$ cat config.mk
export PLATFORM = sky130hd
export DESIGN_NAME = sector_packet_reassembler
export DESIGN_NICKNAME = d
export VERILOG_FILES = /design/src/design/spr_pkg.sv /design/src/design/sector_packet_reassembler.sv /design/src/design/spr_core.sv /design/src/design/spr_out_queue.sv
export VERILOG_INCLUDE_DIRS = /design/src /design/src/design
export SDC_FILE = /design/constraint.sdc
export NUM_CORES = 1
export LEC_CHECK = 0
export ABC_AREA = 1
export BUFFER_PORTS_ARGS = -buffer_cell sky130_fd_sc_hd__buf_4
export CORE_MARGIN = 2
export CORE_UTILIZATION = 50
export CTS_BUF_LIST = sky130_fd_sc_hd__clkbuf_8
export CTS_CLUSTER_SIZE = 10
export DETAILED_ROUTE_END_ITERATION = 7
export PLACE_DENSITY = 0.67
export REMOVE_ABC_BUFFERS = 1
export SYNTH_ARGS = -nofsm -noshare
export SYNTH_HDL_FRONTEND = slang
export SYNTH_SLANG_ARGS = --single-unit
export TNS_END_PERCENT = 5
$ cat constraint.sdc
create_clock -name aclk -period 17.63 [get_ports aclk]
set_input_delay 3.526 -clock aclk [delete_from_list [all_inputs] [get_ports aclk]]
set_output_delay 3.526 -clock aclk [all_outputs]
set_load 0.02 [all_outputs]
$ cat src/design/assert_macros.svh
// Assertion macros shared by the reassembler modules.
// Define ASSERT_OFF to compile every check away.
`ifndef ASSERT_MACROS_SVH
`define ASSERT_MACROS_SVH

`ifndef ASSERT_OFF
`define SPR_ASSERT(label, clk, rstn, prop, msg) \
    label: assert property (@(posedge clk) disable iff (!rstn) prop) else $error(msg);
`define SPR_NEVER(label, clk, rstn, cond, msg) \
    label: assert property (@(posedge clk) disable iff (!rstn) !(cond)) else $error(msg);
`else
`define SPR_ASSERT(label, clk, rstn, prop, msg)
`define SPR_NEVER(label, clk, rstn, cond, msg)
`endif

`endif

$ cat src/design/spr_pkg.sv
`timescale 1ns / 1ps

package spr_pkg;

    localparam int unsigned BLOCK_BYTES_DEF = 4096;

    localparam logic [15:0] CRC_POLY  = 16'h1021;
    localparam logic [7:0]  SEQ_FIRST = 8'h00;
    localparam logic [7:0]  SEQ_FINAL = 8'hFF;
    localparam logic [15:0] POS_MAX   = 16'hFFFF;

    // Result queue geometry.
    localparam int unsigned QUEUE_DEPTH = 4;
    localparam int unsigned QPTR_W      = 2;
    localparam int unsigned QCNT_W      = 3;

    localparam int unsigned M_TDATA_W = 72;

    typedef enum logic [1:0] {
        ST_ACK       = 2'd0,
        ST_CRC_ERR   = 2'd1,
        ST_INDEX_ERR = 2'd2,
        ST_OVERFLOW  = 2'd3
    } status_t;

    typedef enum logic {
        KIND_DATA   = 1'b0,
        KIND_ANSWER = 1'b1
    } kind_t;

    typedef struct packed {
        kind_t        kind;
        logic [7:0]   byte_value;
        logic [11:0]  byte_offset;
        logic [15:0]  sector_number;
        status_t      status;
        logic [31:0]  bytes_committed;
        logic         last_result;
    } result_t;

    // Results produced by one accepted request; second is used only when count is 2.
    typedef struct packed {
        logic [1:0] count;
        result_t    first;
        result_t    second;
    } push_t;

    // CRC-16, polynomial 0x1021, MSB first, one byte per call.
    function automatic logic [15:0] crc16_fold(input logic [15:0] crc, input logic [7:0] b);
        logic [15:0] c;
        c = crc ^ {b, 8'h00};
        for (int i = 0; i < 8; i++) begin
            if (c[15]) begin
                c = {c[14:0], 1'b0} ^ CRC_POLY;
            end else begin
                c = {c[14:0], 1'b0};
            end
        end
        return c;
    endfunction

endpackage

$ cat src/design/sector_packet_reassembler.sv
`timescale 1ns / 1ps
// Sector packet reassembler.
// The s_axis channel carries one firmware packet byte per request in tdata, the end of the
// packet in tlast, and in tuser a 1 for a begin-transfer request that clears the expected
// sector and the committed byte total. The m_axis channel returns staged payload bytes
// (tuser 0) with their block offset, and a sector answer (tuser 1) with the status and the
// committed total at the end of a final packet for the expected sector or of a packet for
// another sector past its header; tlast marks the last result caused by a request.
// A request is decoded and all block state updated in the cycle it is accepted; its results
// are registered into a four-entry result queue, which drives m_axis.
// One request per cycle is taken while the queue holds at most two results. Every request
// gives at most one result except the closing byte of a final packet, which may give two,
// so the rate is one byte per cycle as long as the receiver takes one result per cycle.
// When the receiver stalls, the queue fills and s_axis_tready drops once more than two
// results wait; nothing is lost.
// After reset all block state is zero, the queue is empty and s_axis_tready is high.

module sector_packet_reassembler #(
    parameter int unsigned BLOCK_BYTES = spr_pkg::BLOCK_BYTES_DEF
) (
    input  logic                          aclk,
    input  logic                          aresetn,
    input  logic                          s_axis_tvalid,
    output logic                          s_axis_tready,
    input  logic [7:0]                    s_axis_tdata,  // [7:0] data_byte
    input  logic                          s_axis_tuser,  // [0] cmd
    input  logic                          s_axis_tlast,
    output logic                          m_axis_tvalid,
    input  logic                          m_axis_tready,
    // [7:0] byte_value, [19:8] byte_offset, [35:20] sector_number, [37:36] status,
    // [69:38] bytes_committed, [71:70] zero
    output logic [spr_pkg::M_TDATA_W-1:0] m_axis_tdata,
    output logic                          m_axis_tuser,  // [0] kind
    output logic                          m_axis_tlast
);

    logic             in_accept;
    logic             room;
    spr_pkg::push_t   push;
    spr_pkg::result_t m_result;

    assign s_axis_tready = room;
    assign in_accept     = s_axis_tvalid && room;

    spr_core #(
        .BLOCK_BYTES (BLOCK_BYTES)
    ) u_core (
        .aclk      (aclk),
        .aresetn   (aresetn),
        .in_accept (in_accept),
        .in_cmd    (s_axis_tuser),
        .in_data   (s_axis_tdata),
        .in_last   (s_axis_tlast),
        .push      (push)
    );

    spr_out_queue u_queue (
        .aclk     (aclk),
        .aresetn  (aresetn),
        .push     (push),
        .room     (room),
        .m_valid  (m_axis_tvalid),
        .m_ready  (m_axis_tready),
        .m_result (m_result)
    );

    assign m_axis_tdata = {2'b00, m_result.bytes_committed, m_result.status,
                           m_result.sector_number, m_result.byte_offset,
                           m_result.byte_value};
    assign m_axis_tuser = m_result.kind;
    assign m_axis_tlast = m_result.last_result;

endmodule

$ cat src/design/spr_core.sv
`timescale 1ns / 1ps
`include "assert_macros.svh"

module spr_core #(
    parameter int unsigned BLOCK_BYTES = spr_pkg::BLOCK_BYTES_DEF
) (
    input  logic            aclk,
    input  logic            aresetn,
    input  logic            in_accept,
    input  logic            in_cmd,
    input  logic [7:0]      in_data,
    input  logic            in_last,
    output spr_pkg::push_t  push
);

    localparam logic [15:0] BLOCK_LIMIT = 16'(BLOCK_BYTES);

    logic [15:0] pos_reg,    pos_next;
    logic [15:0] sector_reg, sector_next;
    logic [7:0]  seq_reg,    seq_next;
    logic [15:0] exp_reg,    exp_next;
    logic [15:0] bl_reg,     bl_next;
    logic [15:0] cs_reg,     cs_next;
    logic [7:0]  held0_reg,  held0_next;
    logic [7:0]  held1_reg,  held1_next;
    logic [1:0]  hc_reg,     hc_next;
    logic [31:0] wt_reg,     wt_next;
    logic        ov_reg,     ov_next;

    logic             match;
    logic             stage_en;
    logic [7:0]       stage_b;
    logic             stage_emit;
    logic             ans_en;
    logic             final_chk;
    logic [7:0]       crc_lo;
    spr_pkg::status_t ans_status;
    spr_pkg::result_t res_stage;
    spr_pkg::result_t res_ans;

    always_comb begin
        pos_next    = pos_reg;
        sector_next = sector_reg;
        seq_next    = seq_reg;
        exp_next    = exp_reg;
        bl_next     = bl_reg;
        cs_next     = cs_reg;
        held0_next  = held0_reg;
        held1_next  = held1_reg;
        hc_next     = hc_reg;
        wt_next     = wt_reg;
        ov_next     = ov_reg;
        match       = (sector_reg == exp_reg);
        stage_en    = 1'b0;
        stage_b     = in_data;
        stage_emit  = 1'b0;
        ans_en      = 1'b0;
        final_chk   = 1'b0;
        crc_lo      = held0_reg;
        ans_status  = spr_pkg::ST_INDEX_ERR;

        if (in_cmd) begin
            exp_next = 16'h0000;
            wt_next  = 32'h0000_0000;
        end else begin
            if (pos_reg == 16'd0) begin
                sector_next = {8'h00, in_data};
            end else if (pos_reg == 16'd1) begin
                sector_next = {in_data, sector_reg[7:0]};
            end else if (pos_reg == 16'd2) begin
                seq_next = in_data;
                if (!in_last && match && in_data == spr_pkg::SEQ_FIRST) begin
                    bl_next = 16'h0000;
                    cs_next = 16'h0000;
                    ov_next = 1'b0;
                end
            end else if (!match) begin
                ans_en = in_last;
            end else if (seq_reg != spr_pkg::SEQ_FINAL) begin
                stage_en = 1'b1;
            end else if (in_last) begin
                if (hc_reg != 2'd0) begin
                    final_chk = 1'b1;
                    ans_en    = 1'b1;
                    if (hc_reg >= 2'd2) begin
                        stage_en = 1'b1;
                        stage_b  = held0_reg;
                        crc_lo   = held1_reg;
                    end
                end
            end else begin
                // The final packet is delayed two bytes so that the CRC never gets staged.
                if (hc_reg >= 2'd2) begin
                    stage_en   = 1'b1;
                    stage_b    = held0_reg;
                    held0_next = held1_reg;
                    held1_next = in_data;
                end else begin
                    if (hc_reg[0]) begin
                        held1_next = in_data;
                    end else begin
                        held0_next = in_data;
                    end
                    hc_next = hc_reg + 2'd1;
                end
            end

            if (in_last) begin
                pos_next = 16'd0;
                hc_next  = 2'd0;
            end else if (pos_reg != spr_pkg::POS_MAX) begin
                pos_next = pos_reg + 16'd1;
            end

            if (stage_en) begin
                cs_next = spr_pkg::crc16_fold(cs_reg, stage_b);
                if (bl_reg < BLOCK_LIMIT) begin
                    stage_emit = 1'b1;
                    bl_next    = bl_reg + 16'd1;
                end else begin
                    ov_next = 1'b1;
                end
            end

            // The checks see the block state after the last held byte went in.
            if (final_chk) begin
                if (cs_next != {in_data, crc_lo}) begin
                    ans_status = spr_pkg::ST_CRC_ERR;
                end else if (ov_next) begin
                    ans_status = spr_pkg::ST_OVERFLOW;
                end else begin
                    ans_status = spr_pkg::ST_ACK;
                    wt_next    = wt_reg + {16'h0000, bl_next};
                    exp_next   = exp_reg + 16'd1;
                end
            end
        end

        res_stage.kind            = spr_pkg::KIND_DATA;
        res_stage.byte_value      = stage_b;
        res_stage.byte_offset     = bl_reg[11:0];
        res_stage.sector_number   = 16'h0000;
        res_stage.status          = spr_pkg::ST_ACK;
        res_stage.bytes_committed = 32'h0000_0000;
        res_stage.last_result     = !ans_en;

        res_ans.kind            = spr_pkg::KIND_ANSWER;
        res_ans.byte_value      = 8'h00;
        res_ans.byte_offset     = 12'h000;
        res_ans.sector_number   = sector_reg;
        res_ans.status          = ans_status;
        res_ans.bytes_committed = wt_next;
        res_ans.last_result     = 1'b1;

        push.first  = stage_emit ? res_stage : res_ans;
        push.second = res_ans;
        push.count  = in_accept ? ({1'b0, stage_emit} + {1'b0, ans_en}) : 2'd0;
    end

    always_ff @(posedge aclk) begin
        if (!aresetn) begin
            pos_reg    <= 16'h0000;
            sector_reg <= 16'h0000;
            seq_reg    <= 8'h00;
            exp_reg    <= 16'h0000;
            bl_reg     <= 16'h0000;
            cs_reg     <= 16'h0000;
            held0_reg  <= 8'h00;
            held1_reg  <= 8'h00;
            hc_reg     <= 2'd0;
            wt_reg     <= 32'h0000_0000;
            ov_reg     <= 1'b0;
        end else if (in_accept) begin
            pos_reg    <= pos_next;
            sector_reg <= sector_next;
            seq_reg    <= seq_next;
            exp_reg    <= exp_next;
            bl_reg     <= bl_next;
            cs_reg     <= cs_next;
            held0_reg  <= held0_next;
            held1_reg  <= held1_next;
            hc_reg     <= hc_next;
            wt_reg     <= wt_next;
            ov_reg     <= ov_next;
        end
    end

    `SPR_NEVER(a_held_count_range, aclk, aresetn, hc_reg == 2'd3, "held byte count ran past two")
    `SPR_ASSERT(a_two_results_at_end, aclk, aresetn, push.count == 2'd2 |-> in_accept && in_last && !in_cmd, "two results outside the end of a final packet")
    `SPR_ASSERT(a_cmd_clears, aclk, aresetn, in_accept && in_cmd |=> exp_reg == 16'h0000 && wt_reg == 32'h0000_0000, "begin-transfer request did not clear the transfer state")

endmodule

$ cat src/design/spr_out_queue.sv
`timescale 1ns / 1ps
`include "assert_macros.svh"

module spr_out_queue (
    input  logic              aclk,
    input  logic              aresetn,
    input  spr_pkg::push_t    push,
    output logic              room,
    output logic              m_valid,
    input  logic              m_ready,
    output spr_pkg::result_t  m_result
);

    spr_pkg::result_t entries [spr_pkg::QUEUE_DEPTH];

    logic [spr_pkg::QPTR_W-1:0] wr_ptr_reg, wr_ptr_next;
    logic [spr_pkg::QPTR_W-1:0] rd_ptr_reg, rd_ptr_next;
    logic [spr_pkg::QCNT_W-1:0] count_reg,  count_next;
    logic                       pop;

    assign pop      = m_valid && m_ready;
    assign m_valid  = (count_reg != '0);
    assign m_result = entries[rd_ptr_reg];
    // Room for the largest burst one request can cause.
    assign room     = (count_reg <= spr_pkg::QCNT_W'(spr_pkg::QUEUE_DEPTH - 2));

    always_comb begin
        wr_ptr_next = wr_ptr_reg + spr_pkg::QPTR_W'(push.count);
        rd_ptr_next = rd_ptr_reg + spr_pkg::QPTR_W'(pop);
        count_next  = count_reg + spr_pkg::QCNT_W'(push.count) - spr_pkg::QCNT_W'(pop);
    end

    always_ff @(posedge aclk) begin
        if (!aresetn) begin
            wr_ptr_reg <= '0;
            rd_ptr_reg <= '0;
            count_reg  <= '0;
        end else begin
            wr_ptr_reg <= wr_ptr_next;
            rd_ptr_reg <= rd_ptr_next;
            count_reg  <= count_next;
        end
    end

    always_ff @(posedge aclk) begin
        if (push.count != 2'd0) begin
            entries[wr_ptr_reg] <= push.first;
        end
        if (push.count == 2'd2) begin
            entries[wr_ptr_reg + spr_pkg::QPTR_W'(1)] <= push.second;
        end
    end

    `SPR_NEVER(a_count_bound, aclk, aresetn, count_reg > spr_pkg::QCNT_W'(spr_pkg::QUEUE_DEPTH), "result queue count exceeds its depth")
    `SPR_ASSERT(a_push_has_room, aclk, aresetn, push.count != 2'd0 |-> room, "results pushed without room")
    `SPR_ASSERT(a_pop_drains, aclk, aresetn, pop && push.count == 2'd0 |=> count_reg == $past(count_reg) - spr_pkg::QCNT_W'(1), "a taken result did not leave the queue")

endmodule

# Word-level counts from Yosys, hierarchy flattened
# Memories as Yosys holds them, arrays and structs flattened. A register that Yosys moved wholly into a read port is not among the register bits.
# Cells that the tools add are included.
# totals
wordCells	205
out_inout_bits	76
mem_count	1
mem_bits_rw	288
ff_bits	146
# op_classes
n_mux	120
magnitude_cmp	3
n_reduce_logical	25
eq_ne	15
add_sub_neg	11
n_bitwise	15
# memory_table
memory	depth	word_bits	read_ports	rd_clocked_by_memory_dff	write_ports	line_no	source
u_queue.entries	4	72	1	1	2	spr_out_queue.sv:14	spr_pkg::result_t entries [spr_pkg::QUEUE_DEPTH];
# op_table
operator	n
$mux W16	35
$mux W8	23
$mux W32	4
$mux W13	8
$mux W72	1
$add A16 B1 Y16 const B	3
$mux W1	36
$add A32 B16 Y32	1
$mux W2	13
$not A3 Y3	8
$reduce_and A9 Y1	2
$eq A16 B1 Y1 const B	1
$eq A16 B16 Y1	1
$eq A16 B2 Y1 const B	1
$logic_not A16 Y1	1
$lt A16 B13 Y1 const B	1
$ne A16 B16 Y1	1
$ne A16 B16 Y1 const B	1
$ne A2 B2 Y1 const B	8
$xor A16 B16 Y16	1
$reduce_bool A2 Y1	7
$reduce_and A3 Y1	3
$logic_not A8 Y1	1
$ne A8 B8 Y1 const B	1
17 further kinds	27

# Logic depth before layout (Yosys ltp)
# Gate-level depths: netlist of run 1.
# depth
word_depth	48
mapped_depth	36
depth_no_buf	33

# By module
# Synthesis of run 1 repeated with hierarchy kept, for this count alone.
# unflattened
cells_unflattened	3216
area_unflattened_um2	24915.1
# modules_own_cells
mod	area_per_inst_um2	cells_per_inst	instances
spr_out_queue	14243.7	1468	1
spr_core	10645.2	1743	1
sector_packet_reassembler	26.3	5	1

# Worst setup path before layout of run 1
# OpenSTA, ideal clock, no wires.
# synth_path
kind	input-to-reg
from	in s_axis_tlast
to	mem u_queue.entries[0][31] (netlist bit), data pin
required_time_ps	17364
path_buffers	3
setup_slack_ps	9287
cell_stages	27
arrival_time_ps	8077
path_cell_list	nand2_1 > buf_2 > nand2_1 > a211oi_1 > nand2_1 > clkbuf_1 > nor2_1 > clkinv_1 > nand2_1 > clkbuf_1 > o22ai_1 > ha_1 > nand3_1 > and2_1 > inv_1 > a21oi_1 > o21ai_0 > a21oi_1 > o21a_1 > o21ai_0 > inv_1 > nor3_1 > nand2_1 > inv_1 > nand4_2 > nand3_2 > nor2_1
# synth_rtl
element	line_no	source
from (decl)	sector_packet_reassembler.sv:27	input logic s_axis_tlast,
to (decl)	spr_out_queue.sv:14	

==> summary.txt, run 1 <==
Outcome
  – Result of the run: complete, no violations

Global route
  – First-pass GRT wire length: 103000 microns
  – Vias in the first global route: 19500
  – Congestion Overflow GR: 0
  – Aggregate global-route resource usage: 0.275
  – Pin count of the biggest net entering global routing: 85
  – Initial antenna violation count: 0

Timing
  – Final setup violation count: 0
  – Worst slew pin tran: 0.937 ns
  – RSZ-0062 raised after global routing: false
  – Post-route clock period utilization: 0.497
  – Fmax: 114 MHz
  – Post-route clock skew: 0.0396 ns
  – Worst rel slew slack: 0.375
  – Sum of negative setup slack: 0 ns
  – Final hold violations: 0
  – Max Slew Vio Count: 0
  – Final critical delay including setup and external delays: 8.76 ns

Clock network
  – Longest Clk Path Bufs: 3
  – CTS root buf: sky130_fd_sc_hd__clkbuf_8
  – Buffers inserted by post-CTS timing repair: 0
  – Register clock-pin slew on the reported worst setup and hold paths: 0.06 ns
  – Number of CTS-inserted buffers: 74
  – Hold buffer count at cts: 0
  – Post-cts resize count: 0
  – TritonCTS clock tree: yes
  – Count of clock tree sinks: 434
  – Insertion delay of the later-clocked pin in the worst-skew pair: 0.67 ns
  – Number of levels in the clock H-tree: 3

Logic synthesis
  – Mux contribution to synthesized area: 0
  – Count of flip-flops with a built-in enable after synthesis: 200
  – Top cells by instance count after synthesis: sky130_fd_sc_hd__nand2_1, sky130_fd_sc_hd__nor2_1, sky130_fd_sc_hd__o21ai_0
  – Synth Area in Adders: 0.0219
  – Synthesized cell area: 22400 sq um
  – Combinational family with the most area after synthesis: simple AND/OR/NAND/NOR gates
  – Number of storage elements in the synthesis netlist: 434
  – Average instance area after synthesis: 7.78 sq um
  – Post-synth ARST share: 0
  – Cell types occupying the most area after synthesis: sky130_fd_sc_hd__edfxtp_1, sky130_fd_sc_hd__dfxtp_1, sky130_fd_sc_hd__nand2_1
  – Largest area contributor in the synthesized netlist: sky130_fd_sc_hd__edfxtp_1
  – Part of the Yosys area used for sequential elements: 0.477
  – Number of distinct library cells after synthesis: 54
  – Synthesized instance count: 2881
  – Simple logic cell fraction of the synthesized area: 0.253
  – Compound-gate portion of the synthesized area: 0.154
  – Most frequent cell after synthesis: sky130_fd_sc_hd__nand2_1
  – Area share of xor/xnor cells in the synthesized design: 0.0195
  – Main flop type after synthesis: sky130_fd_sc_hd__dfxtp_1
  – Fraction of post-synthesis cell area in the top cell type by area: 0.268
  – Ys Warns: 0

Layout
  – P&R area growth vs syn: 11.0%
  – Layout cell share with drive strength beyond 1: 0.0987
  – Fraction of the core area covered by cells at the end of the flow: 0.562
  – # diodes: 0
  – Fill cell total of the finished layout: 4101
  – Total non-filler cell area in the finished layout: 24900 sq um
  – Largest register FFs: 288
  – # nets final: 2962

Power and ir drop
  – Comb pwr share: 0.293
  – Switching power total: 0.00107 W
  – Internal Dissipation: 0.00191 W
  – Lkg Pwr: 10.0 nW
  – Net Sw Frac: 0.359
  – Sequential cell fraction of total power: 0.386
  – Max VDD drop: 0.0000658 V
  – Clock power frac: 0.321
  – PD cells: 120 nW/um^2

Floorplan
  – Ports: 90
  – Number of placement rows: 77
  – Core box area: 44200 sq um
  – Die outline height: 216 microns
  – Initial Util: 0.507
  – Die ar.: 46500 sq um
  – Die Width: 216 microns

Route
  – Detailed route wirelength on metal3: 4650 microns
  – Met2 routed WL: 30400 microns
  – 1st-pass router iterations: 5
  – Remaining number of nets flagged by the antenna check after routing: 0
  – Post-route DRC: 0
  – Number of vias in the routed layout: 20300
  – Metal1 wirelength: 27700 microns
  – Average vias per placed instance: 5.69
  – DRC violation total after the first TritonRoute iteration: 1817
  – Uppermost layer routed: met4
  – Average wire per cell in the routed design: 18.1 microns
  – Sum of routed wire length over all layers: 64300 microns

Setup path
  – Critical path required time: 18.00 ns
  – Type of element launching the critical path: input port
  – Critical Path Fanout Max: 25
  – CP Capture Type: flip-flop
  – Crit Path Category: input port to flip-flop
  – Critical path arrival: 9.13 ns

Placement
  – Total cell area at the placement stage: 23300 sq um
  – Sum of net half-perimeters after detailed placement: 40500 microns
  – Last weighted congestion value of the routability-driven placer: 0.974
  – Count of input and output buffers: 87

Job
  – Max-Cap Viols: 0

Worst hold path
  – Hold/Removal Path Class: flip-flop to flip-flop
critical path: stages:
cell and delay [ns]:
sky130_fd_sc_hd__buf_4 0.14, sky130_fd_sc_hd__nand2_1 0.30, sky130_fd_sc_hd__nand2_1 0.13, sky130_fd_sc_hd__a211oi_1 0.27, sky130_fd_sc_hd__nand2_1 0.07, sky130_fd_sc_hd__buf_4 0.26, sky130_fd_sc_hd__nor2_1 0.41, sky130_fd_sc_hd__clkinv_1 0.37
sky130_fd_sc_hd__nand2_1 0.50, sky130_fd_sc_hd__o21ai_0 0.27, sky130_fd_sc_hd__ha_1 0.37, sky130_fd_sc_hd__nand2_1 0.08, sky130_fd_sc_hd__o21ai_0 0.23, sky130_fd_sc_hd__a21oi_1 0.10, sky130_fd_sc_hd__o21ai_0 0.36, sky130_fd_sc_hd__a21oi_1 0.19
sky130_fd_sc_hd__o21a_1 0.23, sky130_fd_sc_hd__o21ai_0 0.36, sky130_fd_sc_hd__inv_1 0.10, sky130_fd_sc_hd__nor3_1 0.31, sky130_fd_sc_hd__nand2_1 0.11, sky130_fd_sc_hd__inv_1 0.10, sky130_fd_sc_hd__nand4_2 0.11, sky130_fd_sc_hd__nand3_2 0.16
sky130_fd_sc_hd__nor2_1 0.05
power groups by stage:
stage | Combinational [W] | Sequential [W] | Clock (W)
6_report | 0.000872 | 0.00115 | 0.000958
3_5_place_dp | 0.000867 | 0.00117 | 0
5_1_grt | 0.000959 | 0.00115 | 0.00102
3_3_place_gp | 0.000856 | 0.00117 | 0
2_1_floorplan | 0.000559 | 0.00116 | 0
4_1_cts | 0.000871 | 0.00115 | 0.000975
path summary, 6_finish.rpt:
check	slack, ns	from	endpoint	cells after the start
min	0.46	u_queue.entries[2][52]	u_queue.entries[2][52]	2
max reg2reg	10.82	u_core.hc_reg[0]	u_queue.entries[0][31]	27
min reg2reg	0.46	u_queue.entries[2][52]	u_queue.entries[2][52]	2
max	8.87	s_axis_tlast	u_queue.entries[0][31]	25
metal layers:
| layer | global-route usage | vias up |
|---|---|---|
| met1 | 0.361 | 9585 |
| li1 | - | 9784 |
| met2 | 0.462 | 779 |
| met5 | 0 | - |
| met4 | 0.0968 | 0 |
| met3 | 0.0448 | 113 |
cells by family (layout without fill, tap and decap cells):
| kind of cell | after synthesis | count (layout) |
|---|---|---|
| AOI/OAI and AO/OA | 645 | 645 |
| xor gates and xnor gates | 50 | 50 |
| adders and majority gates | 38 | 38 |
| buffers and inverters | 409 | 496 |
| DFF | 434 | 434 |
| other | 1 | 2 |
| and+or+nand+nor | 1304 | 1304 |
layout make-up:
class                           count  area, sq um  share of cell area
Clock inverter                     46          337              0.0135
Clock buffer                       89         1220              0.0493
Inverter                          252          950              0.0382
Sequential cell                   434        10700               0.430
Tap cell                          592          741              0.0298
Multi-Input combinational cell   2039        10100               0.406
Timing Repair Buffer              109          818              0.0329
per-stage QoR:
step           power, W  hold WS, ns  cells  setup WS [ns]
2_1_floorplan   0.00172        0.422   2725           7.99
3_3_place_gp    0.00202        0.433   3426           8.51
3_5_place_dp    0.00204        0.442   3426           8.31
4_1_cts         0.00299        0.454   3561           9.01
5_1_grt         0.00313        0.473   3561           8.31
6_report        0.00298        0.456   3561           8.87
placed cells by master, fill, tap and decap left out, types with 43 or more instances in the layout:
master	Yosys	layout
sky130_fd_sc_hd__o22ai_1	82	82
sky130_fd_sc_hd__nand4_1	43	43
sky130_fd_sc_hd__buf_4	6	109
sky130_fd_sc_hd__dfxtp_1	234	232
sky130_fd_sc_hd__nand2_1	493	485
sky130_fd_sc_hd__edfxtp_1	200	200
sky130_fd_sc_hd__clkbuf_8	0	89
sky130_fd_sc_hd__nor2_1	462	460
sky130_fd_sc_hd__nand3_1	198	198
sky130_fd_sc_hd__a21oi_1	157	157
sky130_fd_sc_hd__inv_1	241	259
sky130_fd_sc_hd__o21ai_0	346	346
No activity file was read; power rests on OpenSTA's default activity.
==> inputs of run 2 (changes only) <==
PLACE_DENSITY = 0.69   (was 0.67)
clock period = 7.67 ns   (was 17.63 ns; I/O delays follow)
==> summary.txt, run 2 (synthesized netlist as in run 1, its figures left out) <==
Outcome
  – Result of the run: complete, no violations

Layout
  – Highest-count cells in the layout ignoring fill and taps: sky130_fd_sc_hd__nand2_1, sky130_fd_sc_hd__nor2_1, sky130_fd_sc_hd__o21ai_0, sky130_fd_sc_hd__inv_1, sky130_fd_sc_hd__dfxtp_1
  – P&R area growth vs syn: 10.6%
  – # nets final: 2969
  – Largest register FFs: 288
  – Post-route insts no fill: 3567
  – Layout cell share with drive strength beyond 1: 0.0988
  – # diodes: 0
  – Most common library cell in the layout ignoring fill and taps: sky130_fd_sc_hd__nand2_1
  – Multi-input gate area in the final layout: 10100 sq um
  – Fill cell total of the finished layout: 4086
  – Register area: 10700 sq um

Worst hold path
  – Hold/Removal Path Class: flip-flop to flip-flop
  – Hold path cells: 2

Route
  – 1st-pass router iterations: 6
  – Sum of routed wire length over all layers: 63700 microns
  – Average wire per cell in the routed design: 17.9 microns
  – Remaining number of nets flagged by the antenna check after routing: 0
  – Number of vias in the routed layout: 20100
  – Average vias per placed instance: 5.62
  – DRC violation total after the first TritonRoute iteration: 1881
  – Post-route DRC: 0

Timing
  – Worst slew pin tran: 1.01 ns
  – Post-route clock period utilization: 0.861
  – Fmax: 151 MHz
  – Final hold violations: 0
  – Final setup violation count: 0
  – Sum of negative setup slack: 0 ns
  – Max Slew Vio Count: 0
  – Worst rel slew slack: 0.329
  – RSZ-0062 raised after global routing: false
  – Post-route clock skew: 0.0353 ns
  – Final critical delay including setup and external delays: 6.61 ns

Setup path
  – Critical path arrival: 6.96 ns
  – Critical Path Fanout Max: 32
  – Crit Path Category: flip-flop to flip-flop
  – Type of element launching the critical path: flip-flop
  – CP Capture Type: flip-flop
  – Depth of the most critical reg-to-reg path: 27
  – Critical path required time: 8.03 ns

Floorplan
  – Die outline height: 216 microns
  – Die Width: 216 microns
  – Initial Util: 0.507
  – Number of placement rows: 77
  – Die ar.: 46500 sq um
  – Ports: 90
  – Core box area: 44200 sq um

Power and ir drop
  – Max VDD drop: 0.000152 V
  – PD cells: 267 nW/um^2
  – Lkg Pwr: 10.0 nW

Clock network
  – Register clock-pin slew on the reported worst setup and hold paths: 0.06 ns
  – TritonCTS clock tree: yes
  – Count of clock tree sinks: 434
  – Number of levels in the clock H-tree: 3
  – Insertion delay of the later-clocked pin in the worst-skew pair: 0.66 ns
  – Longest Clk Path Bufs: 3
  – CTS root buf: sky130_fd_sc_hd__clkbuf_8
  – Post-cts resize count: 0
  – Hold buffer count at cts: 0
  – Buffers inserted by post-CTS timing repair: 0
  – Number of CTS-inserted buffers: 73

Global route
  – Aggregate global-route resource usage: 0.273
  – First-pass GRT wire length: 101000 microns
  – Congestion Overflow GR: 0
  – Initial antenna violation count: 0
  – Vias in the first global route: 19100
  – Pin count of the biggest net entering global routing: 90

Placement
  – Placed Instances: 3434
  – Sum of net half-perimeters after detailed placement: 40900 microns
  – Count of input and output buffers: 87
  – Last weighted congestion value of the routability-driven placer: 0.947

Job
  – Max-Cap Viols: 0
## run 2: cell types whose count changed in the layout (fill, tap and decap cells not counted), moves of 3 or more
cell and delta:
sky130_fd_sc_hd__buf_12 +3, sky130_fd_sc_hd__buf_4 +5, sky130_fd_sc_hd__bufinv_16 -4, sky130_fd_sc_hd__clkbuf_8 -6
sky130_fd_sc_hd__clkinv_1 -5, sky130_fd_sc_hd__clkinv_2 +3, sky130_fd_sc_hd__inv_1 +9
## run 2: path summary, 6_finish.rpt
kind / startpoint / slack (ns) / to
min reg2reg: u_queue.entries[1][71] / 0.45 / u_queue.entries[1][71]
max: u_core.hc_reg[0] / 1.06 / u_queue.entries[3][31]
max reg2reg: u_core.hc_reg[0] / 1.06 / u_queue.entries[3][31]
min: u_queue.entries[1][71] / 0.45 / u_queue.entries[1][71]
## run 2: through the flow
| step | utilization | power [W] | area (sq um) | hold WS, ns | setup slack, ns |
|---|---|---|---|---|---|
| final | 0.561 | 0.00663 | 24800 | 0.451 | 1.06 |
| after floorplan | - | 0.00396 | 21700 | 0.422 | 0.0192 |
| after detailed placement | 0.529 | 0.00469 | 23400 | 0.437 | 0.734 |
| after global routing | 0.561 | 0.00698 | 24800 | 0.474 | 0.483 |
| after CTS | 0.561 | 0.00665 | 24800 | 0.452 | 1.20 |
| after global placement | 0.529 | 0.00465 | 23400 | 0.434 | 0.873 |
## run 2: report_power, final
group / total [W] / switching, W / internal (W)
Clock: 0.00197 / 0.000946 / 0.00103
Sequential: 0.00266 / 0.000155 / 0.00251
Combinational: 0.00199 / 0.00133 / 0.000666
## run 2: critical path, cell delays in order (launching register included)
cell	delay (ns)
sky130_fd_sc_hd__dfxtp_1	0.31
sky130_fd_sc_hd__inv_1	0.11
sky130_fd_sc_hd__ha_1	0.16
sky130_fd_sc_hd__nor2_1	0.06
sky130_fd_sc_hd__inv_1	0.68
sky130_fd_sc_hd__nand2_1	0.17
sky130_fd_sc_hd__a211oi_1	0.29
sky130_fd_sc_hd__nand2_1	0.19
sky130_fd_sc_hd__nor2_1	0.15
sky130_fd_sc_hd__buf_4	0.17
sky130_fd_sc_hd__clkinv_1	0.25
sky130_fd_sc_hd__nand2_1	0.53
sky130_fd_sc_hd__o21ai_0	0.27
sky130_fd_sc_hd__ha_1	0.36
sky130_fd_sc_hd__nand2_1	0.07
sky130_fd_sc_hd__o21ai_0	0.26
sky130_fd_sc_hd__a21oi_1	0.12
sky130_fd_sc_hd__o21ai_0	0.38
sky130_fd_sc_hd__a21oi_1	0.17
sky130_fd_sc_hd__o21a_1	0.23
sky130_fd_sc_hd__o21ai_0	0.38
sky130_fd_sc_hd__inv_1	0.12
sky130_fd_sc_hd__nor3_1	0.36
sky130_fd_sc_hd__nand2_1	0.09
sky130_fd_sc_hd__inv_1	0.10
sky130_fd_sc_hd__nand4_2	0.11
sky130_fd_sc_hd__nand3_2	0.16
sky130_fd_sc_hd__nor2_1	0.05
## run 2: area by class of cell
cell class,count,area share
Sequential cell,434,0.431
Multi-Input combinational cell,2039,0.407
Clock buffer,83,0.0461
Inverter,252,0.0383
Timing Repair Buffer,117,0.0369
Tap cell,592,0.0299
Clock inverter,50,0.00999
## run 2: per-layer routing
layer / GRT usage / wire [microns]
met5: 0 / 0
met4: 0.111 / 1860
met3: 0.0510 / 4470
met1: 0.359 / 27700
met2: 0.443 / 29700
